## src/design/rmc_pkg.sv

```systemverilog
// Package for the RMC local-time parser: parser state and sentence summary types,
// character codes and time-zone constants.
// Depends on nothing; used by the top level, rmc_parse, rmc_hour and the testbench.
`default_nettype none

package rmc_pkg;

    localparam logic [7:0] CH_DOLLAR = 8'h24;
    localparam logic [7:0] CH_STAR   = 8'h2A;
    localparam logic [7:0] CH_COMMA  = 8'h2C;
    localparam logic [7:0] CH_DOT    = 8'h2E;
    localparam logic [7:0] CH_ZERO   = 8'h30;
    localparam logic [7:0] CH_NINE   = 8'h39;
    localparam logic [7:0] CH_UPPER_A = 8'h41;
    localparam logic [7:0] CH_UPPER_C = 8'h43;
    localparam logic [7:0] CH_UPPER_E = 8'h45;
    localparam logic [7:0] CH_UPPER_F = 8'h46;
    localparam logic [7:0] CH_UPPER_G = 8'h47;
    localparam logic [7:0] CH_UPPER_M = 8'h4D;
    localparam logic [7:0] CH_UPPER_P = 8'h50;
    localparam logic [7:0] CH_UPPER_R = 8'h52;
    localparam logic [7:0] CH_LOWER_A = 8'h61;
    localparam logic [7:0] CH_LOWER_F = 8'h66;

    localparam logic [3:0] FLD_HEADER = 4'd0;
    localparam logic [3:0] FLD_TIME   = 4'd1;
    localparam logic [3:0] FLD_STATUS = 4'd2;
    localparam logic [3:0] FLD_LON    = 4'd5;
    localparam logic [3:0] FLD_EW     = 4'd6;
    localparam logic [3:0] FLD_MAX    = 4'd15;

    localparam int unsigned LON_MAX   = 18000;
    localparam int unsigned ZONE_HALF = 750;
    localparam int unsigned ZONE_STEP = 1500;
    localparam int unsigned ZONE_MAX  = 12;
    localparam int unsigned HOURS_DAY = 24;

    typedef struct packed {
        logic        line_start;
        logic [3:0]  field_number;
        logic [2:0]  char_position;
        logic        header_match;
        logic [7:0]  xor_accumulator;
        logic        after_star;
        logic        star_seen;
        logic [7:0]  hex_received;
        logic [1:0]  hex_digit_count;
        logic        hex_overflow;
        logic [6:0]  utc_hour;
        logic [6:0]  minute_value;
        logic [6:0]  second_value;
        logic        time_digits_ok;
        logic        status_active;
        logic [14:0] longitude_integer;
        logic        in_fraction;
        logic        fraction_nonzero;
        logic        east_flag;
    } t_pstate;

    localparam t_pstate ST_RESET = '{
        line_start:     1'b1,
        header_match:   1'b1,
        time_digits_ok: 1'b1,
        default:        '0
    };

    typedef struct packed {
        logic        ok;
        logic [6:0]  utc_hour;
        logic [6:0]  minute;
        logic [6:0]  second;
        logic [14:0] lon_int;
        logic        lon_frac_nz;
        logic        east;
    } t_line;

endpackage

`default_nettype wire

```

## src/design/nmea_rmc_local_time_parser.sv

```systemverilog
// Top level of the RMC local-time parser: input register, parser, hour shift
// and result register with the valid/stall handshakes.
// Depends on rmc_pkg, rmc_parse and rmc_hour.
`default_nettype none

// The block takes one sentence byte per cycle while o_stall is low and gives
// one result for each byte marked as end of line. Bytes enter an input register
// and are parsed from there, and the result of a finished sentence lands in an
// output register; a stalled result holds back only the end-of-line byte that
// follows it, so ordinary bytes keep flowing.
// A rejected sentence reports zero hour, minute and second.
module nmea_rmc_local_time_parser (
    input  wire logic        i_clk,
    input  wire logic        i_rst_n,
    input  wire logic        i_valid,
    output logic             o_stall,
    input  wire logic [7:0]  i_char_in,
    input  wire logic        i_end_of_line,
    output logic             o_valid,
    input  wire logic        i_stall,
    output logic             o_accepted,
    output logic [4:0]       o_local_hour,
    output logic [6:0]       o_minute,
    output logic [6:0]       o_second
);

    logic           r_in_valid;
    logic [7:0]     r_char;
    logic           r_eol;
    logic           r_out_valid;
    logic           r_acc;
    logic [4:0]     r_hour;
    logic [6:0]     r_min;
    logic [6:0]     r_sec;

    logic           out_free;
    logic           step;
    logic           in_take;
    rmc_pkg::t_line line;
    logic [4:0]     local_hour;

    assign out_free = !r_out_valid || !i_stall;
    assign step     = r_in_valid && (!r_eol || out_free);
    assign o_stall  = r_in_valid && !step;
    assign in_take  = i_valid && !o_stall;

    rmc_parse u_parse (
        .i_clk   (i_clk),
        .i_rst_n (i_rst_n),
        .i_step  (step),
        .i_char  (r_char),
        .i_eol   (r_eol),
        .o_line  (line)
    );

    rmc_hour u_hour (
        .i_line       (line),
        .o_local_hour (local_hour)
    );

    always_ff @(posedge i_clk) begin
        if (!i_rst_n) begin
            r_in_valid <= 1'b0;
        end else if (in_take) begin
            r_in_valid <= 1'b1;
        end else if (step) begin
            r_in_valid <= 1'b0;
        end
    end

    always_ff @(posedge i_clk) begin
        if (in_take) begin
            r_char <= i_char_in;
            r_eol  <= i_end_of_line;
        end
    end

    always_ff @(posedge i_clk) begin
        if (!i_rst_n) begin
            r_out_valid <= 1'b0;
        end else if (step && r_eol) begin
            r_out_valid <= 1'b1;
        end else if (!i_stall) begin
            r_out_valid <= 1'b0;
        end
    end

    always_ff @(posedge i_clk) begin
        if (step && r_eol) begin
            r_acc  <= line.ok;
            r_hour <= line.ok ? local_hour : 5'd0;
            r_min  <= line.ok ? line.minute : 7'd0;
            r_sec  <= line.ok ? line.second : 7'd0;
        end
    end

    assign o_valid      = r_out_valid;
    assign o_accepted   = r_acc;
    assign o_local_hour = r_hour;
    assign o_minute     = r_min;
    assign o_second     = r_sec;

endmodule

`default_nettype wire

```

## src/design/rmc_parse.sv

```systemverilog
// Per-byte sentence parser: holds the field, checksum and time-field state and
// produces the summary of a finished sentence.
// Depends on rmc_pkg.
`default_nettype none

module rmc_parse (
    input  wire logic          i_clk,
    input  wire logic          i_rst_n,
    input  wire logic          i_step,
    input  wire logic [7:0]    i_char,
    input  wire logic          i_eol,
    output rmc_pkg::t_line     o_line
);

    rmc_pkg::t_pstate r_st;
    rmc_pkg::t_pstate n_st;
    rmc_pkg::t_pstate upd;

    logic        digit;
    logic [3:0]  dv;
    logic        hex_ok;
    logic [3:0]  hex_nib;
    logic [17:0] lon_next;

    function automatic logic [7:0] header_char(input logic [2:0] pos);
        logic [7:0] c;
        unique case (pos)
            3'd0:    c = rmc_pkg::CH_DOLLAR;
            3'd1:    c = rmc_pkg::CH_UPPER_G;
            3'd2:    c = rmc_pkg::CH_UPPER_P;
            3'd3:    c = rmc_pkg::CH_UPPER_R;
            3'd4:    c = rmc_pkg::CH_UPPER_M;
            default: c = rmc_pkg::CH_UPPER_C;
        endcase
        return c;
    endfunction

    function automatic logic [6:0] mul10_add(input logic [6:0] x, input logic [3:0] d);
        logic [10:0] p;
        p = 11'({x, 3'b000}) + 11'({x, 1'b0}) + 11'(d);
        return p[6:0];
    endfunction

    always_comb begin
        digit   = (i_char >= rmc_pkg::CH_ZERO) && (i_char <= rmc_pkg::CH_NINE);
        dv      = digit ? 4'(i_char - rmc_pkg::CH_ZERO) : 4'd0;
        hex_ok  = 1'b1;
        hex_nib = 4'd0;
        if (digit) begin
            hex_nib = dv;
        end else if (i_char >= rmc_pkg::CH_UPPER_A && i_char <= rmc_pkg::CH_UPPER_F) begin
            hex_nib = 4'(i_char - rmc_pkg::CH_UPPER_A + 8'd10);
        end else if (i_char >= rmc_pkg::CH_LOWER_A && i_char <= rmc_pkg::CH_LOWER_F) begin
            hex_nib = 4'(i_char - rmc_pkg::CH_LOWER_A + 8'd10);
        end else begin
            hex_ok = 1'b0;
        end
        lon_next = 18'({r_st.longitude_integer, 3'b000})
                 + 18'({r_st.longitude_integer, 1'b0}) + 18'(dv);
    end

    always_comb begin
        upd = r_st;
        if (r_st.line_start) begin
            upd.line_start    = 1'b0;
            upd.header_match  = (i_char == rmc_pkg::CH_DOLLAR);
            upd.char_position = 3'd1;
        end else if (r_st.after_star) begin
            if (!hex_ok || r_st.hex_digit_count >= 2'd2) begin
                upd.hex_overflow = 1'b1;
            end else begin
                upd.hex_received    = {r_st.hex_received[3:0], hex_nib};
                upd.hex_digit_count = r_st.hex_digit_count + 2'd1;
            end
        end else if (i_char == rmc_pkg::CH_STAR) begin
            upd.after_star = 1'b1;
            upd.star_seen  = 1'b1;
        end else begin
            upd.xor_accumulator = r_st.xor_accumulator ^ i_char;
            if (i_char == rmc_pkg::CH_COMMA) begin
                if (r_st.field_number == rmc_pkg::FLD_HEADER && r_st.char_position != 3'd6) begin
                    upd.header_match = 1'b0;
                end
                if (r_st.field_number == rmc_pkg::FLD_TIME && r_st.char_position < 3'd6) begin
                    upd.time_digits_ok = 1'b0;
                end
                if (r_st.field_number != rmc_pkg::FLD_MAX) begin
                    upd.field_number = r_st.field_number + 4'd1;
                end
                upd.char_position = 3'd0;
            end else begin
                unique case (r_st.field_number)
                    rmc_pkg::FLD_HEADER: begin
                        if (r_st.char_position < 3'd6
                                && i_char != header_char(r_st.char_position)) begin
                            upd.header_match = 1'b0;
                        end
                    end
                    rmc_pkg::FLD_TIME: begin
                        if (r_st.char_position < 3'd6) begin
                            if (!digit) begin
                                upd.time_digits_ok = 1'b0;
                            end
                            if (r_st.char_position < 3'd2) begin
                                upd.utc_hour = mul10_add(r_st.utc_hour, dv);
                            end else if (r_st.char_position < 3'd4) begin
                                upd.minute_value = mul10_add(r_st.minute_value, dv);
                            end else begin
                                upd.second_value = mul10_add(r_st.second_value, dv);
                            end
                        end
                    end
                    rmc_pkg::FLD_STATUS: begin
                        upd.status_active = (r_st.char_position == 3'd0)
                                         && (i_char == rmc_pkg::CH_UPPER_A);
                    end
                    rmc_pkg::FLD_LON: begin
                        if (i_char == rmc_pkg::CH_DOT) begin
                            upd.in_fraction = 1'b1;
                        end else if (digit) begin
                            if (r_st.in_fraction) begin
                                if (dv != 4'd0) begin
                                    upd.fraction_nonzero = 1'b1;
                                end
                            end else if (lon_next > 18'(rmc_pkg::LON_MAX)) begin
                                upd.longitude_integer = 15'(rmc_pkg::LON_MAX);
                            end else begin
                                upd.longitude_integer = lon_next[14:0];
                            end
                        end
                    end
                    rmc_pkg::FLD_EW: begin
                        upd.east_flag = (r_st.char_position == 3'd0)
                                     && (i_char == rmc_pkg::CH_UPPER_E);
                    end
                    default: begin
                    end
                endcase
                if (r_st.char_position != 3'd7) begin
                    upd.char_position = r_st.char_position + 3'd1;
                end
            end
        end
    end

    always_comb begin
        n_st = r_st;
        if (i_step) begin
            n_st = i_eol ? rmc_pkg::ST_RESET : upd;
        end
    end

    always_ff @(posedge i_clk) begin
        if (!i_rst_n) begin
            r_st <= rmc_pkg::ST_RESET;
        end else begin
            r_st <= n_st;
        end
    end

    always_comb begin
        o_line.ok = upd.header_match && upd.star_seen && !upd.hex_overflow
                 && (upd.xor_accumulator == upd.hex_received) && upd.status_active
                 && upd.time_digits_ok && (upd.field_number >= rmc_pkg::FLD_EW);
        o_line.utc_hour    = upd.utc_hour;
        o_line.minute      = upd.minute_value;
        o_line.second      = upd.second_value;
        o_line.lon_int     = upd.longitude_integer;
        o_line.lon_frac_nz = upd.fraction_nonzero;
        o_line.east        = upd.east_flag;
    end

endmodule

`default_nettype wire

```

## src/design/rmc_hour.sv

```systemverilog
// Local hour from a sentence summary: longitude time-zone offset and the
// shift of the UTC hour modulo one day.
// Depends on rmc_pkg.
`default_nettype none

module rmc_hour (
    input  wire rmc_pkg::t_line  i_line,
    output logic [4:0]           o_local_hour
);

    localparam int unsigned ZONES = rmc_pkg::ZONE_MAX;

    logic [ZONES-1:0] above;
    logic [3:0]       zone;
    logic [7:0]       sum;
    logic [7:0]       sub;
    logic [7:0]       rem;

    always_comb begin
        for (int k = 0; k < ZONES; k++) begin
            above[k] = (i_line.lon_int > 15'(rmc_pkg::ZONE_HALF + rmc_pkg::ZONE_STEP * k))
                    || ((i_line.lon_int == 15'(rmc_pkg::ZONE_HALF + rmc_pkg::ZONE_STEP * k))
                        && i_line.lon_frac_nz);
        end
        zone = 4'($countones(above));
        if (i_line.east) begin
            sum = 8'(i_line.utc_hour) + 8'(rmc_pkg::HOURS_DAY) + 8'(zone);
        end else begin
            sum = 8'(i_line.utc_hour) + 8'(rmc_pkg::HOURS_DAY) - 8'(zone);
        end
        sub = 8'd0;
        for (int k = 1; k <= 5; k++) begin
            if (sum >= 8'(rmc_pkg::HOURS_DAY * k)) begin
                sub = 8'(rmc_pkg::HOURS_DAY * k);
            end
        end
        rem          = sum - sub;
        o_local_hour = rem[4:0];
    end

endmodule

`default_nettype wire

```

## config.mk

```make
export PLATFORM = sky130hd
export DESIGN_NAME = nmea_rmc_local_time_parser
export DESIGN_NICKNAME = d
export VERILOG_FILES = /design/src/design/rmc_pkg.sv /design/src/design/nmea_rmc_local_time_parser.sv /design/src/design/rmc_parse.sv /design/src/design/rmc_hour.sv
export SDC_FILE = /design/constraint.sdc
export NUM_CORES = 1
export LEC_CHECK = 0
export ABC_AREA = 0
export BUFFER_PORTS_ARGS = -buffer_cell sky130_fd_sc_hd__buf_2
export CORE_ASPECT_RATIO = 1.2
export CORE_MARGIN = 3
export CORE_UTILIZATION = 25
export DETAILED_ROUTE_END_ITERATION = 7
export HOLD_SLACK_MARGIN = 0.03
export SETUP_SLACK_MARGIN = 0.5
export SKIP_CTS_REPAIR_TIMING = 1
export SYNTH_ARGS = -nofsm -noshare
export SYNTH_HDL_FRONTEND = slang
export SYNTH_SLANG_ARGS = --single-unit
```

## constraint.sdc

```tcl
create_clock -name i_clk -period 19.6 [get_ports i_clk]
set_input_delay 0.98 -clock i_clk [delete_from_list [all_inputs] [get_ports i_clk]]
set_output_delay 0.98 -clock i_clk [all_outputs]
set_load 0.01 [all_outputs]
```

# After elaboration in Yosys (flattened, before gate mapping)
# Cells that the tools add are included.
# totals
ff_bits	102
output_inout_bits	22
wordCells	256
# op_classes
add_sub_neg	31
n_lt_le_gt_ge	29
eq_ne	39
n_mux	65
bitwise	1
n_reduce_logical	64
# op_table
op	n
15-bit by 14-bit equality test with 1-bit output, second input constant	6
15-bit by 14-bit greater-than comparator with 1-bit output, second input constant	6
41-bit two-way mux	2
71-bit two-way mux	1
62-bit two-way mux	1
15-bit two-way mux	4
8-bit two-way mux	6
22-bit two-way mux	2
8-bit by 7-bit >= comparator with 1-bit output, second input constant	5
4-bit two-way mux	9
7-bit one-hot mux with 5 select lines	1
8-bit by 6-bit equality test with 1-bit output, second input constant	4
15-bit by 12-bit equality test with 1-bit output, second input constant	2
15-bit by 13-bit equality test with 1-bit output, second input constant	2
15-bit by 12-bit greater-than comparator with 1-bit output, second input constant	2
15-bit by 13-bit greater-than comparator with 1-bit output, second input constant	2
1-bit logical AND	30
5-bit two-way mux	5
7-bit by 4-bit adder with 7-bit output	3
7-bit adder	3
1-bit two-way mux	21
21-bit two-way mux	1
7-bit two-way mux	3
4-bit adder	5
other kinds (58)	103

# Depth between registers and ports, before layout
# logic_depth
depth_word	31
mapped_depth	47
depth_no_buf	44

# By module
# Synthesis repeated with hierarchy kept, for this count alone.
# hier_totals
hier_cells	1052
area_unflattened_um2	8936.1
# by_module_without_submodules
mod	instances	cells_each	area_each_um2
rmc_parse	1	792	6429.9
rmc_hour	1	200	1413.9
nmea_rmc_local_time_parser	1	60	1092.3

# Least setup slack after synthesis
# OpenSTA, ideal clock, no wires.
# synth_timing
path_type	reg2reg
start	register r_char[0]
end	register r_hour[4] (netlist: o_local_hour[4]), data pin
setup_time_ns	0.257
arrival_time_ns	10.114
required_time_ns	19.343
slack_ns	9.229
stages_incl_launch_ff	47
n_path_buf	2
synth_period_minus_slack_ns	10.371
path_cell_list	edfxtp_1 -> clkbuf_1 -> inv_1 -> ha_1 -> o21bai_1 -> a21oi_1 -> nand2_1 -> xnor2_1 -> ha_1 -> inv_1 -> fa_1 -> nor2b_1 -> o2111a_1 -> o21ai_0 -> a211oi_1 -> nor3_1 -> a21oi_1 -> buf_2 -> [11 not listed] -> ha_1 -> fa_1 -> inv_1 -> ha_1 -> mux2_2 -> inv_1 -> fa_1 -> nor2b_1 -> o21ai_0 -> nand2b_1 -> a21o_1 -> a21oi_1 -> xor2_1 -> maj3_1 -> o2111ai_1 -> ha_1 -> xor2_1 -> nor2_1
# synth_between
elab_chain_cells	30
elab_cells_between_ends	154
# synth_rtl
item	line	text
from (decl)	nmea_rmc_local_time_parser.sv:28	logic [7:0] r_char;
from (signal assigned)	nmea_rmc_local_time_parser.sv:73	r_char <= i_char_in;
parallel branches: the longest is 30 deep, another holds 18-bit by 4-bit adder with 18-bit output	n/a	
to (signal assigned)	nmea_rmc_local_time_parser.sv:91	r_hour <= line.ok ? local_hour : 5'd0;
to (decl)	nmea_rmc_local_time_parser.sv:32	logic [4:0] r_hour;
# Parallel ways; which one is timed is not known. The select of a mux whose other input is x is not followed.
# A chain may end at the register's enable or synchronous reset.

# Final worst setup path
# Same ends and word-level chain as after synthesis.

==> impl_metrics.env <==
export IMPL_route_antenna_remaining_nets=0
export IMPL_library_cell_with_the_largest_summed_area_after_synthesis="sky130_fd_sc_hd__dfxtp_1"
export IMPL_synth_nets=1212
export IMPL_multi_input_area_mm2=0.00631
export IMPL_synth_top_cells_by_count="sky130_fd_sc_hd__nor2_1, sky130_fd_sc_hd__ha_1, sky130_fd_sc_hd__nand2_1, sky130_fd_sc_hd__dfxtp_1, sky130_fd_sc_hd__inv_1"
export IMPL_sw_frac_of_total_pct=26.5
export IMPL_hold_viol_final=0
export IMPL_share_seq_of_total_power_pct=51.4
export IMPL_detailroute_via_count=8194
export IMPL_status="complete, no violations"
export IMPL_clock_sinks=102
export IMPL_ctsHtreeMaxLevel=3
export IMPL_min_period_over_period_pct=60.5
export IMPL_syn_avg_cell_area_um2=8.31
export IMPL_routed_wirelength_um=25100
export IMPL_drv_cap=0
export IMPL_placement_cell_area_mm2=0.00969
export IMPL_yosysTopAreaCellShare_pct=16.1
export IMPL_internal_power_mw=0.319
export IMPL_finalWorstPathRequiredPeriod_ns=11.85
export IMPL_worst_setup_path_start_kind="flip-flop"
export IMPL_die_outline_area_mm2=0.0387
export IMPL_finalWeightedCongestion=0.922
export IMPL_cpPeakStageDelay_ns=0.59
export IMPL_clkSlewWorstSetupHoldPaths_ns=0.08
export IMPL_initial_core_util_pct=25.7
export IMPL_count_of_flip_flops_with_a_built_in_enable_after_synthesis=29
export IMPL_finalInstanceArea_mm2=0.00999
export IMPL_path_common_cell="sky130_fd_sc_hd__ha_1"
export IMPL_floorplan_rows=75
export IMPL_synth_seq_cells=102
export IMPL_rrSetupSlack_ns=7.75
export IMPL_ir_worst_vdd_uv=38.3
export IMPL_final_max_slew_viol_count=0
export IMPL_synth_top_flop_cell="sky130_fd_sc_hd__dfxtp_1"
export IMPL_drt_pre_antenna_iters=7
export IMPL_synthArstFlopShare_pct=0
export IMPL_total_power_mw=0.434
export IMPL_first_iter_violations=626
export IMPL_achievable_frequency_mhz=84.4
export IMPL_io_pins=35
export IMPL_drc=0
export IMPL_netlist_cell_type_count=88
export IMPL_area_delta_synth_final_pct=10.0
export IMPL_crit_required_ns=19.68
export IMPL_synth_seq_area_share_pct=25.7
export IMPL_cp_num_buf_inv=5
export IMPL_power_frac_clock_pct=42.1
export IMPL_grt_pass1_vias=8059
export IMPL_hpwl_um=18800
export IMPL_grt_max_degree=67
export IMPL_slew_headroom_pct=23.7
export IMPL_global_route_wire_length_before_repair_um=41400
export IMPL_cts_tree="done"
export IMPL_final_setup_viol_count=0
export IMPL_powerDensity_mw_per_mm2=43.4
export IMPL_unrepaired_setup_endpoints_after_global_routing="no"
export IMPL_drive_above_1_share_pct=8.21
export IMPL_grt_ovfl_total=0
export IMPL_core_box_area_mm2=0.0354
export IMPL_finalNetCount=1221
export IMPL_worstPathArrival_ns=11.93
export IMPL_grt_total_usage_pct=12.7
export IMPL_antennaDiodeCount=0
export IMPL_numCtsBuffers=9
export IMPL_kind_of_capture_point_of_the_worst_setup_path="flip-flop"
export IMPL_layout_area_seq_mm2=0.00233
export IMPL_fin_util_pct=28.3
export IMPL_portBuffers=34
export IMPL_fin_skew_ns=0.0123
export IMPL_netlist_instances=1094
export IMPL_tightestPinTransition_ns=1.13
export IMPL_n_fill_cell=3797
export IMPL_die_height_um=215
export IMPL_grt_antenna_before_repair=0
export IMPL_route_detailed_wl_per_inst_um=16.0
export IMPL_clock_root_buffer="sky130_fd_sc_hd__clkbuf_16"
export IMPL_detail_route_vias_per_cell=5.22
export IMPL_synthesis_area_mm2=0.00909
export IMPL_die_width_um=180
export IMPL_power_switching_mw=0.115
export IMPL_comb_power_share_pct=6.5
export IMPL_critical_path_max_fanout=14
export IMPL_setup_total_negative_slack_ns=0
export IMPL_cp_top_family="compound AO/OA/AOI/OAI gates"
export IMPL_worst_skew_pair_late_latency_ns=0.35
export IMPL_setup_worst_path_class="flip-flop to flip-flop"
export IMPL_yosys_warnings=0
export IMPL_leakagePower_nw=4.10
export IMPL_netlist_top_cells_area="sky130_fd_sc_hd__dfxtp_1, sky130_fd_sc_hd__ha_1, sky130_fd_sc_hd__edfxtp_1"
export IMPL_hold_path_class="flip-flop to flip-flop"
export IMPL_cp_slowest_cell="sky130_fd_sc_hd__a2111o_1"
export IMPL_synthMostInstantiatedCell="sky130_fd_sc_hd__nor2_1"
export IMPL_cts_max_path_buffers=2
flip-flops by register name, summed over array words and instances, names as in the netlist:
| register | flops |
|---|---|
| o_second | 7 |
| o_local_hour | 5 |
| r_in_valid | 1 |
| o_accepted | 1 |
| r_eol | 1 |
| r_char | 8 |
| u_parse.r_st | 71 |
| o_valid | 1 |
| o_minute | 7 |
final cells by class:
| cell class | instances | share of cell area (%) |
|---|---|---|
| Multi-Input combinational cell | 884 | 63.2 |
| Sequential cell | 102 | 23.3 |
| Tap cell | 462 | 5.78 |
| Inverter | 65 | 2.44 |
| Clock buffer | 9 | 2.25 |
| Timing Repair Buffer | 41 | 2.23 |
| Clock inverter | 7 | 0.776 |
metal layers:
metal  wire, um  track usage, %
met5          0               0
met4        585            3.79
met3        997            1.56
met2      12800            23.5
met1      10700            15.4
through the flow:
step	std cells	worst slack (ns)	hold slack, ns
2_1_floorplan	1094	9.23	0.429
3_3_place_gp	1554	8.09	0.438
3_5_place_dp	1554	7.84	0.444
4_1_cts	1570	7.81	0.462
5_1_grt	1570	7.01	0.496
6_report	1570	7.75	0.461
cell families after synthesis:
family	Yosys count	synth area share, %
AOI/OAI and AO/OA	287	21.8
xor gates and xnor gates	65	6.27
adders and majority gates	107	15.7
buffers and inverters	108	4.89
DFF	102	25.7
muxes	29	3.26
and+or+nand+nor	396	22.5
path summary, 6_finish.rpt:
check	startpoint	to	depth (start not counted)
setup / recovery	r_char[0]$_DFFE_PP_	o_local_hour[4]$_SDFFCE_PN0P_	43
hold / removal	u_parse.r_st[19]$_SDFFE_PN1P_	u_parse.r_st[19]$_SDFFE_PN1P_	1
setup reg to reg	r_char[0]$_DFFE_PP_	o_local_hour[4]$_SDFFCE_PN0P_	43
hold reg to reg	u_parse.r_st[19]$_SDFFE_PN1P_	u_parse.r_st[19]$_SDFFE_PN1P_	1
placed cells by master (no fill, tap or decap), types with 4 or more instances in the layout:
master,netlist,routed
sky130_fd_sc_hd__a211o_1,4,4
sky130_fd_sc_hd__a211oi_1,7,7
sky130_fd_sc_hd__a21boi_0,13,13
sky130_fd_sc_hd__a21o_1,18,18
sky130_fd_sc_hd__a21oi_1,62,62
sky130_fd_sc_hd__a22oi_1,31,31
sky130_fd_sc_hd__a31oi_1,11,11
sky130_fd_sc_hd__and2_1,25,25
sky130_fd_sc_hd__and3_1,7,7
sky130_fd_sc_hd__buf_2,7,34
sky130_fd_sc_hd__buf_4,2,7
sky130_fd_sc_hd__clkbuf_16,0,9
sky130_fd_sc_hd__dfxtp_1,73,73
sky130_fd_sc_hd__edfxtp_1,29,29
sky130_fd_sc_hd__fa_1,12,12
sky130_fd_sc_hd__ha_1,93,93
sky130_fd_sc_hd__inv_1,64,64
sky130_fd_sc_hd__mux2_2,5,5
sky130_fd_sc_hd__mux2i_1,24,24
sky130_fd_sc_hd__nand2_1,90,90
sky130_fd_sc_hd__nand2b_1,7,7
sky130_fd_sc_hd__nand3_1,25,25
sky130_fd_sc_hd__nor2_1,97,97
sky130_fd_sc_hd__nor2b_1,37,37
sky130_fd_sc_hd__nor3_1,46,45
sky130_fd_sc_hd__nor3_2,3,4
sky130_fd_sc_hd__nor4_1,8,8
sky130_fd_sc_hd__o2111ai_1,6,6
sky130_fd_sc_hd__o211ai_1,5,5
sky130_fd_sc_hd__o21a_1,9,9
sky130_fd_sc_hd__o21ai_0,50,50
sky130_fd_sc_hd__o22a_1,4,4
sky130_fd_sc_hd__o22ai_1,11,11
sky130_fd_sc_hd__o31ai_1,9,9
sky130_fd_sc_hd__or3_1,14,14
sky130_fd_sc_hd__xnor2_1,50,50
sky130_fd_sc_hd__xor2_1,15,15
power by group through the flow:
stage	clock network (mW)	logic, mW	registers (mW)
floorplan	0	0.0208	0.225
global placement	0	0.0283	0.227
detailed placement	0	0.0283	0.228
CTS	0.187	0.0283	0.223
global route	0.194	0.0310	0.223
finish	0.183	0.0282	0.223
No activity file was read; power rests on OpenSTA's default activity.
